$ cat config.mk
export PLATFORM = sky130hd
export DESIGN_NAME = quoted_printable_encoder
export DESIGN_NICKNAME = d
export VERILOG_FILES = /design/src/hw/rtl/qpe_pkg.sv /design/src/hw/rtl/quoted_printable_encoder.sv /design/src/hw/rtl/qpe_datapath.sv /design/src/hw/rtl/qpe_ctrl.sv
export SDC_FILE = /design/constraint.sdc
export NUM_CORES = 1
export LEC_CHECK = 0
export CAP_MARGIN = 25
export CELL_PAD_IN_SITES_DETAIL_PLACEMENT = 0
export CELL_PAD_IN_SITES_GLOBAL_PLACEMENT = 1
export CORE_UTILIZATION = 37
export DETAILED_ROUTE_END_ITERATION = 7
export DONT_BUFFER_PORTS = 1
export GPL_TIMING_DRIVEN = 0
export PLACE_DENSITY_LB_ADDON = 0.1
export SYNTH_ARGS = -nofsm -noshare
export SYNTH_HDL_FRONTEND = slang
export SYNTH_HIERARCHICAL = 1
export SYNTH_SLANG_ARGS = --single-unit
$ cat constraint.sdc
create_clock -name i_clk -period 7.52 [get_ports i_clk]
set_clock_uncertainty 0.05 [all_clocks]
set_input_delay 0.376 -clock i_clk [delete_from_list [all_inputs] [get_ports i_clk]]
set_output_delay 0.376 -clock i_clk [all_outputs]
set_load 0.03 [all_outputs]
$ cat src/hw/rtl/qpe_pkg.sv
// Shared constants, command and status structs and helpers of the quoted-printable encoder.
package qpe_pkg;

    localparam int PEND_DEPTH = 5;
    localparam int CNT_W      = $clog2(PEND_DEPTH + 1);
    localparam int IDX_W      = $clog2(PEND_DEPTH);
    localparam int LEN_W      = 3;
    localparam int FROM_LEN   = 5;

    localparam logic [7:0] BREAK_RESET = 8'd72;
    localparam logic [7:0] CH_EQ       = 8'h3D;
    localparam logic [7:0] CH_LF       = 8'h0A;
    localparam logic [7:0] CH_CR       = 8'h0D;
    localparam logic [7:0] CH_SP       = 8'h20;
    localparam logic [7:0] CH_TAB      = 8'h09;
    localparam logic [7:0] CH_F        = 8'h46;
    localparam logic [7:0] CH_DOT      = 8'h2E;
    localparam logic [7:0] CH_R        = 8'h72;
    localparam logic [7:0] CH_O        = 8'h6F;
    localparam logic [7:0] CH_M        = 8'h6D;
    localparam logic [7:0] PRINT_LO    = 8'h21;
    localparam logic [7:0] PRINT_HI    = 8'h7E;
    localparam logic [7:0] ASCII_ZERO  = 8'h30;
    localparam logic [7:0] ASCII_HEXA  = 8'h37;

    // Controller to datapath
    typedef struct packed {
        logic             push_port;
        logic             save_in;
        logic             push_saved;
        logic             end_set;
        logic             end_clr;
        logic             emit;
        logic             commit;
        logic             release_hold;
        logic [LEN_W-1:0] k;
    } t_cmd;

    // Datapath to controller
    typedef struct packed {
        logic             resolve;
        logic             full;
        logic             can_step;
        logic [LEN_W-1:0] len;
    } t_status;

    function automatic logic [7:0] hex_digit(input logic [3:0] n);
        logic [7:0] r;
        if (n < 4'd10) begin
            r = ASCII_ZERO + {4'h0, n};
        end else begin
            r = ASCII_HEXA + {4'h0, n};
        end
        return r;
    endfunction

endpackage

$ cat src/hw/rtl/quoted_printable_encoder.sv
// Top level of the quoted-printable encoder: controller plus datapath.
// A word is taken, the oldest pending byte is evaluated and its characters are emitted
//   into a hold stage; a held character moves on to the output register when another is
//   emitted or the run ends. Words are taken one at a time: o_ready stays low until the
//   previous word's run, with any closing soft break, has been emitted and released.
// Reset: synchronous, active low; column and queue count clear, break column returns to 72.
module quoted_printable_encoder (
    input  logic       i_clk,
    input  logic       i_rst_n,
    // input words
    input  logic       i_valid,
    output logic       o_ready,
    input  logic       i_action,
    input  logic [7:0] i_data_byte,
    // output words
    output logic       o_valid,
    input  logic       i_ready,
    output logic [7:0] o_out_byte,
    output logic       o_last_of_run,
    // break column register
    input  logic       i_cfg_we,
    input  logic [7:0] i_cfg_data
);
    import qpe_pkg::*;

    t_cmd    cmd;
    t_status status;

    // The controller steps through: take a word, evaluate the oldest pending byte, emit
    // its characters one per cycle while the output can take them, and repeat until the front
    // needs more lookahead or the queue is empty. The final character of a run sits in a hold
    // stage until the run is known to be over, so that its last flag can be set.
    qpe_ctrl u_ctrl (
        .i_clk    (i_clk),
        .i_rst_n  (i_rst_n),
        .i_valid  (i_valid),
        .i_action (i_action),
        .o_ready  (o_ready),
        .i_status (status),
        .o_cmd    (cmd)
    );

    // The datapath holds the lookahead queue, the column count, the break column
    // and the hold and output registers that decouple emission from the sink.
    qpe_datapath u_dp (
        .i_clk         (i_clk),
        .i_rst_n       (i_rst_n),
        .i_data_byte   (i_data_byte),
        .i_cfg_we      (i_cfg_we),
        .i_cfg_data    (i_cfg_data),
        .i_cmd         (cmd),
        .o_status      (status),
        .o_valid       (o_valid),
        .i_ready       (i_ready),
        .o_out_byte    (o_out_byte),
        .o_last_of_run (o_last_of_run)
    );

endmodule

$ cat src/hw/rtl/qpe_datapath.sv
// Datapath: pending byte queue, column tracking, character planning and output staging.
module qpe_datapath (
    input  logic             i_clk,
    input  logic             i_rst_n,
    input  logic [7:0]       i_data_byte,
    input  logic             i_cfg_we,
    input  logic [7:0]       i_cfg_data,
    input  qpe_pkg::t_cmd    i_cmd,
    output qpe_pkg::t_status o_status,
    output logic             o_valid,
    input  logic             i_ready,
    output logic [7:0]       o_out_byte,
    output logic             o_last_of_run
);
    import qpe_pkg::*;

    logic [7:0]       r_break;
    logic [7:0]       r_column;
    logic [7:0]       r_q [PEND_DEPTH];
    logic [CNT_W-1:0] r_count;
    logic             r_at_end;
    logic [7:0]       r_in_byte;
    logic [7:0]       r_hold;
    logic             r_hold_v;
    logic [7:0]       r_out_byte;
    logic             r_out_last;
    logic             r_out_v;

    logic [7:0]       c;
    logic             have_front, la1, la4, eol1, col0;
    logic             is_f, is_dot, is_ws, is_lf, wait_more;
    logic             quote_pre, quote_body, quote, sb, tail;
    logic [8:0]       col1, base, n_col9;
    logic [7:0]       n_col;
    logic             p_sb;
    logic [LEN_W-1:0] len, kk;
    logic [7:0]       ch;
    logic             out_free, can_step, load_out;

    // Plan for the oldest pending byte
    always_comb begin
        c          = r_q[0];
        have_front = (r_count != '0);
        la1        = (r_count >= CNT_W'(2));
        la4        = (r_count >= CNT_W'(FROM_LEN));
        eol1       = (r_q[1] == CH_CR) || (r_q[1] == CH_LF);
        col0       = (r_column == 8'd0);
        is_f       = col0 && (c == CH_F);
        is_dot     = col0 && !is_f && (c == CH_DOT);
        is_ws      = (c == CH_SP) || (c == CH_TAB);
        is_lf      = (c == CH_LF);

        if (is_f) begin
            wait_more = !la4 && !r_at_end;
            quote_pre = la4 && (r_q[1] == CH_R) && (r_q[2] == CH_O) &&
                        (r_q[3] == CH_M) && (r_q[4] == CH_SP);
        end else if (is_dot) begin
            wait_more = !la1 && !r_at_end;
            quote_pre = la1 && eol1;
        end else begin
            wait_more = is_ws && !la1 && !r_at_end;
            quote_pre = 1'b0;
        end

        col1 = {1'b0, r_column} + 9'd1;
        sb   = !quote_pre && !is_lf && (col1 >= {1'b0, r_break});
        base = sb ? 9'd0 : col1;
        if (quote_pre || is_lf) begin
            quote_body = 1'b0;
        end else if (is_ws) begin
            quote_body = la1 && eol1;
        end else begin
            quote_body = !((c >= PRINT_LO) && (c <= PRINT_HI) && (c != CH_EQ));
        end
        quote = quote_pre || quote_body;

        priority if (quote_pre) begin
            n_col9 = col1 + 9'd2;
        end else if (is_lf) begin
            n_col9 = 9'd0;
        end else if (quote_body) begin
            n_col9 = base + 9'd2;
        end else if (c == CH_TAB) begin
            n_col9 = {base[8:3], 3'b111};
        end else begin
            n_col9 = base;
        end
        n_col = n_col9[8] ? 8'hFF : n_col9[7:0];

        // End-of-stream soft break once the queue is empty
        tail = !have_front && r_at_end && !col0;
        p_sb = have_front ? sb : 1'b1;

        len = (p_sb ? LEN_W'(2) : LEN_W'(0)) +
              (have_front ? (quote ? LEN_W'(3) : LEN_W'(1)) : LEN_W'(0));
        kk  = i_cmd.k - (p_sb ? LEN_W'(2) : LEN_W'(0));

        if (p_sb && (i_cmd.k == LEN_W'(0))) begin
            ch = CH_EQ;
        end else if (p_sb && (i_cmd.k == LEN_W'(1))) begin
            ch = CH_LF;
        end else if (quote) begin
            if (kk == LEN_W'(0)) begin
                ch = CH_EQ;
            end else if (kk == LEN_W'(1)) begin
                ch = hex_digit(c[7:4]);
            end else begin
                ch = hex_digit(c[3:0]);
            end
        end else begin
            ch = c;
        end
    end

    assign out_free = !r_out_v || i_ready;
    assign can_step = !r_hold_v || out_free;
    assign load_out = (i_cmd.emit || i_cmd.release_hold) && r_hold_v;

    assign o_status.resolve  = have_front ? !wait_more : tail;
    assign o_status.full     = (r_count == CNT_W'(PEND_DEPTH));
    assign o_status.can_step = can_step;
    assign o_status.len      = len;

    // Control state
    always_ff @(posedge i_clk) begin
        if (!i_rst_n) begin
            r_break  <= BREAK_RESET;
            r_column <= 8'd0;
            r_count  <= '0;
            r_at_end <= 1'b0;
            r_hold_v <= 1'b0;
            r_out_v  <= 1'b0;
        end else begin
            if (i_cfg_we) begin
                r_break <= i_cfg_data;
            end
            if (i_cmd.commit) begin
                r_column <= have_front ? n_col : 8'd0;
            end
            priority if (i_cmd.commit && have_front) begin
                r_count <= r_count - CNT_W'(1);
            end else if (i_cmd.push_port || i_cmd.push_saved) begin
                r_count <= r_count + CNT_W'(1);
            end
            priority if (i_cmd.end_set) begin
                r_at_end <= 1'b1;
            end else if (i_cmd.end_clr) begin
                r_at_end <= 1'b0;
            end
            priority if (i_cmd.emit) begin
                r_hold_v <= 1'b1;
            end else if (i_cmd.release_hold) begin
                r_hold_v <= 1'b0;
            end
            priority if (load_out) begin
                r_out_v <= 1'b1;
            end else if (i_ready) begin
                r_out_v <= 1'b0;
            end
        end
    end

    // Payload
    always_ff @(posedge i_clk) begin
        if (i_cmd.save_in) begin
            r_in_byte <= i_data_byte;
        end
        priority if (i_cmd.commit && have_front) begin
            for (int i = 0; i < PEND_DEPTH - 1; i++) begin
                r_q[i] <= r_q[i+1];
            end
        end else if (i_cmd.push_port) begin
            r_q[r_count[IDX_W-1:0]] <= i_data_byte;
        end else if (i_cmd.push_saved) begin
            r_q[r_count[IDX_W-1:0]] <= r_in_byte;
        end
        if (i_cmd.emit) begin
            r_hold <= ch;
        end
        if (load_out) begin
            r_out_byte <= r_hold;
            r_out_last <= i_cmd.release_hold;
        end
    end

    assign o_valid       = r_out_v;
    assign o_out_byte    = r_out_byte;
    assign o_last_of_run = r_out_last;

    a_count_bound: assert property (@(posedge i_clk) disable iff (!i_rst_n)
        r_count <= CNT_W'(PEND_DEPTH))
        else $error("pending count beyond queue depth");

    a_push_room: assert property (@(posedge i_clk) disable iff (!i_rst_n)
        (i_cmd.push_port || i_cmd.push_saved) |-> (r_count < CNT_W'(PEND_DEPTH)))
        else $error("push into full queue");

    a_emit_room: assert property (@(posedge i_clk) disable iff (!i_rst_n)
        (i_cmd.emit || i_cmd.release_hold) |-> can_step)
        else $error("word staged while output stalled");

    a_tail_flush: assert property (@(posedge i_clk) disable iff (!i_rst_n)
        (i_cmd.commit && !have_front) |-> r_at_end)
        else $error("soft break tail outside flush");

    a_release_empties: assert property (@(posedge i_clk) disable iff (!i_rst_n)
        (i_cmd.release_hold && !i_cmd.emit) |=> !r_hold_v)
        else $error("held word survived release");

endmodule

$ cat src/hw/rtl/qpe_ctrl.sv
// Controller: sequences acceptance, front evaluation, character emission and run completion.
module qpe_ctrl (
    input  logic             i_clk,
    input  logic             i_rst_n,
    input  logic             i_valid,
    input  logic             i_action,
    output logic             o_ready,
    input  qpe_pkg::t_status i_status,
    output qpe_pkg::t_cmd    o_cmd
);
    import qpe_pkg::*;

    typedef enum logic [4:0] {
        S_IDLE   = 5'b00001,
        S_EVAL   = 5'b00010,
        S_EMIT   = 5'b00100,
        S_PUSH   = 5'b01000,
        S_FINISH = 5'b10000
    } t_state;

    t_state           r_state, n_state;
    logic [LEN_W-1:0] r_k, n_k;
    logic             r_pre, n_pre;

    always_comb begin
        n_state = r_state;
        n_k     = r_k;
        n_pre   = r_pre;
        o_cmd   = '0;
        o_cmd.k = r_k;
        unique case (r_state)
            S_IDLE: begin
                if (i_valid) begin
                    n_state = S_EVAL;
                    if (i_action) begin
                        o_cmd.end_set = 1'b1;
                    end else if (i_status.full) begin
                        // drain the oldest word as at end of stream, then push
                        o_cmd.save_in = 1'b1;
                        o_cmd.end_set = 1'b1;
                        n_pre         = 1'b1;
                    end else begin
                        o_cmd.push_port = 1'b1;
                        o_cmd.end_clr   = 1'b1;
                    end
                end
            end
            S_EVAL: begin
                n_k     = '0;
                n_state = i_status.resolve ? S_EMIT : S_FINISH;
            end
            S_EMIT: begin
                if (i_status.can_step) begin
                    o_cmd.emit = 1'b1;
                    if (r_k == i_status.len - LEN_W'(1)) begin
                        o_cmd.commit = 1'b1;
                        n_state      = r_pre ? S_PUSH : S_EVAL;
                    end else begin
                        n_k = r_k + LEN_W'(1);
                    end
                end
            end
            S_PUSH: begin
                o_cmd.push_saved = 1'b1;
                o_cmd.end_clr    = 1'b1;
                n_pre            = 1'b0;
                n_state          = S_EVAL;
            end
            S_FINISH: begin
                if (i_status.can_step) begin
                    o_cmd.release_hold = 1'b1;
                    n_state            = S_IDLE;
                end
            end
            default: begin
                n_state = S_IDLE;
            end
        endcase
    end

    always_ff @(posedge i_clk) begin
        if (!i_rst_n) begin
            r_state <= S_IDLE;
            r_k     <= '0;
            r_pre   <= 1'b0;
        end else begin
            r_state <= n_state;
            r_k     <= n_k;
            r_pre   <= n_pre;
        end
    end

    assign o_ready = (r_state == S_IDLE);

endmodule
Yosys cells after proc, flatten, opt, wreduce, memory -nomap -nowiden
Memory sizes are Yosys's and may differ from the RTL's.
Cells that the tools add are included.
{"block": "op_classes", "magnitude_cmp": 7, "n_reduce_logical": 57, "bitwise": 1, "muxes": 75, "n_eq_ne": 28, "add_sub_neg": 13}
{"op": "2-to-1 mux 8 bit", "count": 9}
{"op": "2-to-1 mux 1 bit", "count": 36}
{"op": "2-to-1 mux 9 bit", "count": 4}
{"op": "== test 8 x 4 -> 1 bit, second input constant", "count": 4}
{"op": "== test 8 x 7 -> 1 bit, second input constant", "count": 4}
{"op": "adder 6 x 4 -> 7 bit, first input constant", "count": 4}
{"op": "2-to-1 mux 5 bit", "count": 5}
{"op": "case mux 5 bit (5 select lines)", "count": 1}
{"op": "== test 8 x 6 -> 1 bit, second input constant", "count": 3}
{"op": "logical AND 1 bit", "count": 22}
{"op": "2-to-1 mux 3 bit", "count": 7}
{"op": "adder 9 x 2 -> 9 bit, second input constant", "count": 2}
{"op": "2-to-1 mux 2 bit", "count": 8}
{"op": "logical NOT 1 bit", "count": 12}
{"op": "nonzero test 2 bit", "count": 6}
{"op": "adder 8 x 1 -> 9 bit, second input constant", "count": 1}
{"op": ">= comparator 9 x 8 -> 1 bit", "count": 1}
{"op": ">= comparator 8 x 6 -> 1 bit, second input constant", "count": 1}
{"op": "less-or-equal comparator 8 x 7 -> 1 bit, second input constant", "count": 1}
{"op": "logical NOT 8 bit", "count": 1}
{"op": "logical OR 1 bit", "count": 8}
{"op": "less-than comparator 4 bit, second input constant", "count": 2}
{"op": "inequality test 2 x 1 -> 1 bit, second input constant", "count": 4}
{"op": "inequality test 8 x 6 -> 1 bit, second input constant", "count": 1}
{"op": "other kinds (26)", "count": 34}
{"block": "word_totals", "output_inout_bits": 11, "elab_cells": 196, "mem_count": 1, "inputBits": 22, "regBits": 56, "ram_bits": 40}
{"memory": "u_dp.r_q", "depth": 5, "word_bits": 8, "read_ports": 5, "rd_ports_with_merged_regs": 0, "write_ports": 4, "line_no": "qpe_datapath.sv:19", "text": "logic [7:0] r_q [PEND_DEPTH];"}

Logic depth before layout (Yosys ltp)
Gate-level depths: netlist of the first run.
An unclocked memory read counts as a cell.
{"block": "depth", "depth_word": 25, "mapped_depth": 27, "ltp_nobuf": 25}

Cells and area by module
The synthesis of the first run kept the hierarchy.
{"mod": "qpe_datapath", "cells_each": 497, "area_each_um2": 4922.2, "n_inst": 1, "seq_area_each_um2": 2392.3}
{"mod": "qpe_ctrl", "cells_each": 83, "area_each_um2": 725.7, "n_inst": 1, "seq_area_each_um2": 180.2}

Worst setup path after synthesis of the first run
Ideal clock, no wire load.
{"block": "synth_timing", "kind": "reg-to-reg", "start": "register u_dp.r_column[2]", "end": "memory u_dp.r_q[0][6] (data pin)", "synth_period_minus_slack_ps": 5674, "arrival_ps": 5354, "setup_time_ps": 269, "path_buffers": 3, "setup_slack_ps": 1846, "t_required_ps": 7201, "stages_incl_launch_ff": 26, "path_cell_list": "dfxtp_1 > clkbuf_1 > nand3_1 > nor2_1 > xor2_1 > ha_1 > a211oi_1 > nor2_1 > a211oi_1 > o21ai_0 > nand2_1 > nand2_1 > ha_1 > inv_1 > ha_1 > xnor2_1 > nor3_4 > and3_2 > buf_2 > inv_1 > nor2_1 > clkinv_1 > nand3b_1 > clkbuf_1 > mux2i_1 > o21ai_0"}
{"element": "start: declaration", "line_no": "qpe_datapath.sv:18", "text": "logic [7:0] r_column;"}
{"element": "start signal: assignment", "line_no": "qpe_datapath.sv:138", "text": "r_column <= have_front ? n_col : 8'd0;"}
{"element": "end: declaration", "line_no": "qpe_datapath.sv:19"}

==> summary.json, run 1 <==
{
  "synth_largest_type_area_fraction": 0.346,
  "wl_mm": 13.9,
  "fraction_of_power_spent_switching_nets": 0.278,
  "finalMaxSlewViolations": 0,
  "outcome": "finished with violations",
  "buffer_ports.inserted": 0,
  "cap_viol_max_count": 0,
  "postRouteAntennaNets": 0,
  "worst_ep_arrival_time_ps": 7190,
  "cp-end-kind": "register",
  "power_frac_seq": 0.483,
  "via_per_inst": 5.53,
  "post_synth_main_area_contributors": "sky130_fd_sc_hd__edfxtp_1, sky130_fd_sc_hd__dfxtp_1, sky130_fd_sc_hd__ha_1, sky130_fd_sc_hd__nor2_1, sky130_fd_sc_hd__mux2i_1",
  "yosys_warnings": 6,
  "dr_total_vias": 4343,
  "final_core_util": 0.423,
  "pwr-share-comb": 0.152,
  "synth_commonest_cells": "sky130_fd_sc_hd__edfxtp_1, sky130_fd_sc_hd__nor2_1, sky130_fd_sc_hd__nand2_1",
  "worstPathRequired_ps": 7540,
  "mappedNetlistNets": 626,
  "holdWs_ps": 64.2,
  "syn_inst": 580,
  "clk_root_buf": "sky130_fd_sc_hd__clkbuf_16",
  "clk_pin_slew_worst_paths_ps": 70,
  "antenna-diode-count": 0,
  "power_report.internal_total_w": 0.000877,
  "power.clock.fraction": 0.365,
  "placed_cells": 767,
  "gr-usage-all-layers": 0.185,
  "number_of_antenna_violations_at_the_first_check_in_global_routing": 0,
  "hold_path_depth": 0,
  "finalSetupViolations": 0,
  "areaGrowthSynthToFinish_pct": 10.0,
  "synth.cell_area_um2": 5650,
  "global_route.overflow_total": 0,
  "dr.first_iter.drc_count": 250,
  "drc": 3,
  "irDropWorstVdd_mv": 0.145,
  "synth_sequential_area_ratio": 0.455,
  "cts_buffers": 9,
  "die_w_um": 126,
  "power_density_nw_per_um2": 196,
  "crit_type": "reg2reg",
  "hold_viol": 0,
  "die_area_um2": 15800,
  "ys_ff_latch": 96,
  "finalWorstPathRequiredPeriod_ps": 7170,
  "post-layout-total-power_w": 0.00122,
  "predominant_post_synthesis_flop_cell": "sky130_fd_sc_hd__edfxtp_1",
  "place.gp.congestion": 0.861,
  "clock_latency_ps": 350,
  "detail_route.first_pass.iterations": 6,
  "avgSynthCellArea_um2": 9.74,
  "synth.largest_area_cell": "sky130_fd_sc_hd__edfxtp_1",
  "ctsHtreeMaxLevel": 3,
  "pin_count_of_the_biggest_net_entering_global_routing": 18,
  "critical_path_source_type": "register",
  "tritoncts": "done",
  "path_max_fanout": 10,
  "switching_power_w": 0.000338,
  "finalNetCount": 642,
  "grt_pass1_vias": 4177,
  "grt_pass1_wl_mm": 22.4,
  "layout-drive-gt1-share": 0.105,
  "io-pin-count": 33,
  "dp_hpwl_mm": 10.4,
  "floorplan.initialDensity": 0.384,
  "wire_per_inst_um": 17.7,
  "synthDistinctLibCells": 76,
  "max_slew.worst_pin.slew_ps": 945,
  "rr_worst_depth": 25,
  "violations": "DRC",
  "power.static_leakage_nw": 2.35,
  "postSynth.asyncResetShare": 0,
  "fp.dieH_um": 126,
  "maxClockFrequency_mhz": 139,
  "synthMostInstantiatedCell": "sky130_fd_sc_hd__edfxtp_1",
  "worstHoldPathType": "in2reg",
  "number_of_enable_flip_flop_cells_after_synthesis": 65,
  "rows": 44,
  "timing.max_slew.rel_slack": 0.369,
  "cts_sinks": 96,
  "core_area_um2": 14700,
  "fin_crit_sh": 0.953,
  "stdcell_count": 785,
  "cts_hold_buffers": 0,
  "clock_tree.buffer_depth": 2
}
-- per-layer routing --
layer / vias to the layer above / track usage / share of wire
met5: - / 0 / 0
met4: 0 / 0.0753 / 0.021
met3: 23 / 0.0415 / 0.034
met2: 97 / 0.293 / 0.46
met1: 2077 / 0.244 / 0.48
li1: 2146 / - / -
-- power by group through the flow --
stage          clock network, W  logic [W]  registers (W)
2_1_floorplan                 0   0.000148       0.000595
3_5_place_dp                  0   0.000184       0.000598
3_3_place_gp                  0   0.000183       0.000598
4_1_cts                0.000461   0.000185       0.000586
6_report               0.000444   0.000185       0.000587
5_1_grt                0.000480   0.000208       0.000588
-- what timing repair did --
item | CTS | global route
endpoints found under the setup margin | 40 | 40
pin swaps | 0 | 1
buffers inserted | 0 | 3
resized for setup | 6 | 1
-- stage by stage --
step                      TNS [ps]  setup WS (ps)  instance area [um2]
final                            0            351                 6210
after global routing         -13.4          -13.4                 6210
after CTS                        0           38.6                 6190
after detailed placement     -7630           -348                 5900
after global placement       -5280           -280                 5880
after floorplan                  0           1850                 5650
-- final cells by class --
cell class                 count  area [um2]
tap                          184         230
multi-input combinational    416        2790
buffer                        27         154
clock buffer                  10         229
clock inverter                 6        50.0
sequential                    96        2570
fill                        1448        8490
timing repair buffer           6        40.0
inverter                      40         151
-- state kept, by name, indices dropped and copies added, names as in the netlist --
name                count
u_dp/r_q               40
u_dp/o_out_byte         8
u_dp/r_break            8
u_dp/r_column           8
u_dp/r_hold             8
u_dp/r_in_byte          8
u_ctrl/r_state          5
u_ctrl/r_k              3
u_dp/r_count            3
u_ctrl/r_pre            1
u_dp/o_last_of_run      1
u_dp/o_valid            1
u_dp/r_at_end           1
u_dp/r_hold_v           1
-- cell families (layout without fill, tap and decap cells) --
logic type / count (synthesis) / in the layout / synth area share
AO/OA/AOI/OAI: 124 / 124 / 0.147
other: 1 / 1 / 0.000664
adder cells (fa/ha/maj): 24 / 24 / 0.0545
AND/OR/NAND/NOR: 225 / 225 / 0.215
multiplexers: 21 / 21 / 0.0374
buffers and inverters: 68 / 89 / 0.0545
XOR/XNOR: 21 / 21 / 0.0354
flip-flops: 96 / 96 / 0.455
-- critical path: stages (launching register included) --
cell                       delay, ps
sky130_fd_sc_hd__dfxtp_1         310
sky130_fd_sc_hd__clkbuf_1        350
sky130_fd_sc_hd__nand3_1         300
sky130_fd_sc_hd__nor2_1          200
sky130_fd_sc_hd__xor2_1          330
sky130_fd_sc_hd__ha_1            310
sky130_fd_sc_hd__a211oi_1        240
sky130_fd_sc_hd__nor2_1           80
sky130_fd_sc_hd__a211oi_1        460
sky130_fd_sc_hd__o21ai_1         380
sky130_fd_sc_hd__nand2_1         250
sky130_fd_sc_hd__nand2_1         120
sky130_fd_sc_hd__ha_1            280
sky130_fd_sc_hd__inv_1            40
sky130_fd_sc_hd__ha_1            270
sky130_fd_sc_hd__xnor2_1         170
sky130_fd_sc_hd__nor3_4          320
sky130_fd_sc_hd__and3_2          210
sky130_fd_sc_hd__buf_2           240
sky130_fd_sc_hd__inv_1           130
sky130_fd_sc_hd__nor2_1          390
sky130_fd_sc_hd__clkinv_2        340
sky130_fd_sc_hd__nand3b_1        210
sky130_fd_sc_hd__buf_4           160
sky130_fd_sc_hd__mux2i_1         520
sky130_fd_sc_hd__o21ai_0         200
-- path summary, 6_finish.rpt --
kind / startpoint / to / slack [ps]
max: u_dp/r_column[2] / u_dp/r_q[0][3] / 350
min: i_data_byte[4] / u_dp/r_in_byte[4] / 60
max reg2reg: u_dp/r_column[2] / u_dp/r_q[0][3] / 350
min reg2reg: u_dp/r_hold[3] / u_dp/o_out_byte[3] / 370
-- placed cells by master, fill, tap and decap left out, drive strengths merged, types with 7 or more instances in the layout --
master | Yosys | final
a21oi | 35 | 35
inv | 39 | 42
clkbuf | 15 | 24
nand2 | 48 | 48
mux2i | 20 | 20
edfxtp | 65 | 65
nor3 | 21 | 21
o21ai | 34 | 34
ha | 23 | 23
dfxtp | 31 | 31
o21a | 10 | 10
buf | 13 | 19
nand4 | 12 | 12
xnor2 | 14 | 14
nor2 | 55 | 55
nor2b | 12 | 12
nand3b | 7 | 7
nand3 | 18 | 18
Power figures use the tool's default switching activity.
==> run 2, diff against run 1 <==
CORE_MARGIN = 2   (was unset)
MAX_ROUTING_LAYER = met4   (was unset)
==> run 2 against run 1 <==
Final cell count increased by 0.64%. Setup slack gained 380 ps. Maximum frequency up 5.6%. Critical path depth unchanged. First-iteration DRC count rose by 16%. Cell area grew 0.24%. Combinational power barely moved. Core utilization is 0.84 points lower. The flow now finishes without violations. Non-clock buffer count is 1 higher. Critical path type unchanged. Clock power barely moved.
==> summary.json, run 2 (synthesis results as in run 1) <==
{
  "outcome": "finished clean",
  "grt_pass1_vias": 4242,
  "io-pin-count": 33,
  "global_route.overflow_total": 0,
  "finalMaxSlewViolations": 0,
  "power.static_leakage_nw": 2.36,
  "max_slew.worst_pin.slew_ps": 950,
  "detailedPlace.worstSlack_ps": -315,
  "crit_buf_inv": 6,
  "finalNetCount": 643,
  "pin_count_of_the_biggest_net_entering_global_routing": 18,
  "ctsHtreeMaxLevel": 3,
  "fin_crit_sh": 0.903,
  "antenna-diode-count": 0,
  "dp_hpwl_mm": 10.4,
  "wire_per_inst_um": 17.6,
  "critical_path_source_type": "register",
  "areaGrowthSynthToFinish_pct": 10.3,
  "cts_hold_buffers": 0,
  "die_area_um2": 16300,
  "dr.first_iter.drc_count": 289,
  "power_density_nw_per_um2": 195,
  "place.gp.congestion": 0.889,
  "fp.dieH_um": 128,
  "worst_ep_arrival_time_ps": 6810,
  "clock_tree.buffer_depth": 2,
  "clock_latency_ps": 350,
  "final.setup.worst_slack_ps": 731,
  "layout-drive-gt1-share": 0.110,
  "buffer_ports.inserted": 0,
  "crit_type": "reg2reg",
  "cap_viol_max_count": 0,
  "drc": 0,
  "cts_sinks": 96,
  "worstPathRequired_ps": 7540,
  "placed_area_um2": 5900,
  "number_of_antenna_violations_at_the_first_check_in_global_routing": 0,
  "path_max_fanout": 9,
  "finalSetupViolations": 0,
  "slowest_stage": "sky130_fd_sc_hd__mux2i_1",
  "postRouteAntennaNets": 0,
  "finalWorstPathRequiredPeriod_ps": 6790,
  "die_w_um": 128,
  "register_name_with_the_most_flops": "u_dp/r_q",
  "via_per_inst": 5.52,
  "gr-usage-all-layers": 0.185,
  "irDropWorstVdd_mv": 0.128,
  "timing.max_slew.rel_slack": 0.365,
  "timing.critical_path.max_delay_family": "simple AND/OR/NAND/NOR gates",
  "maxClockFrequency_mhz": 147,
  "clk_pin_slew_worst_paths_ps": 70,
  "cts_buffers": 9,
  "hold_viol": 0,
  "wl_mm": 13.9,
  "rows": 45,
  "cp-end-kind": "register",
  "worstHoldPathType": "in2reg",
  "dr_total_vias": 4357,
  "stdcell_area_um2": 6230,
  "floorplan.initialDensity": 0.376,
  "grt_pass1_wl_mm": 22.7,
  "largest_reg_flops": 40,
  "layout_common_cells": "sky130_fd_sc_hd__edfxtp_1, sky130_fd_sc_hd__nor2_1, sky130_fd_sc_hd__nand2_1",
  "crit_path_max_incr_delay_ps": 540,
  "most_frequent_standard_cell_in_the_layout_excluding_fill_and_tap_cells": "sky130_fd_sc_hd__edfxtp_1",
  "tritoncts": "done",
  "rsz_0062_raised_after_global_routing": "false",
  "clk_root_buf": "sky130_fd_sc_hd__clkbuf_16",
  "core_area_um2": 15000,
  "critPathMostFrequentCell": "sky130_fd_sc_hd__ha_1",
  "detail_route.first_pass.iterations": 7
}
[run 2: layout make-up]
cell class,instances,area (um2)
Tap cell,188,235
Inverter,40,154
Fill cell,1496,8800
Multi-Input combinational cell,416,2790
Timing Repair Buffer,7,45.0
Buffer,27,154
Sequential cell,96,2570
Clock buffer,9,225
Clock inverter,7,53.8
[run 2: repair_timing]
| item | 4_1_cts | 5_1_grt |
|---|---|---|
| resized for setup | 4 | 4 |
| setup endpoints to repair | 40 | 41 |
| pin swaps | 1 | 0 |
| buffers inserted | 2 | 2 |
[run 2: path summary, 6_finish.rpt]
check                                     endpoint             start  depth (start not counted)  slack (ps)
worst max register to register      u_dp/r_q[0][2]  u_dp/r_column[2]                         25         730
worst min register to register  u_dp/o_out_byte[7]    u_dp/r_hold[7]                          0         370
worst max-delay path                u_dp/r_q[0][2]  u_dp/r_column[2]                         25         730
worst min-delay path             u_dp/r_in_byte[4]    i_data_byte[4]                          0          70
[run 2: per-layer routing]
layer / share of wire / track usage / routed length (um)
met1: 0.47 / 0.235 / 6480
met2: 0.46 / 0.289 / 6430
met3: 0.042 / 0.0385 / 582
met4: 0.027 / 0.0730 / 380
met5: 0 / - / 0
[run 2: power breakdown]
group          total (W)  switching (W)  internal, W
clock           0.000441       0.000213     0.000228
sequential      0.000586     0.00000977     0.000577
combinational   0.000186       0.000114    0.0000715
total            0.00121       0.000337     0.000876
[run 2: per-stage QoR]
stage	utilization	power, W	hold slack (ps)	cells	TNS, ps
6_report	0.414	0.00121	70.1	790	0
4_1_cts	0.413	0.00123	52.1	788	0
3_3_place_gp	0.391	0.000780	350	768	-3980
3_5_place_dp	0.392	0.000783	355	771	-5820
5_1_grt	0.414	0.00127	48.5	790	0
2_1_floorplan	-	0.000743	350	580	0
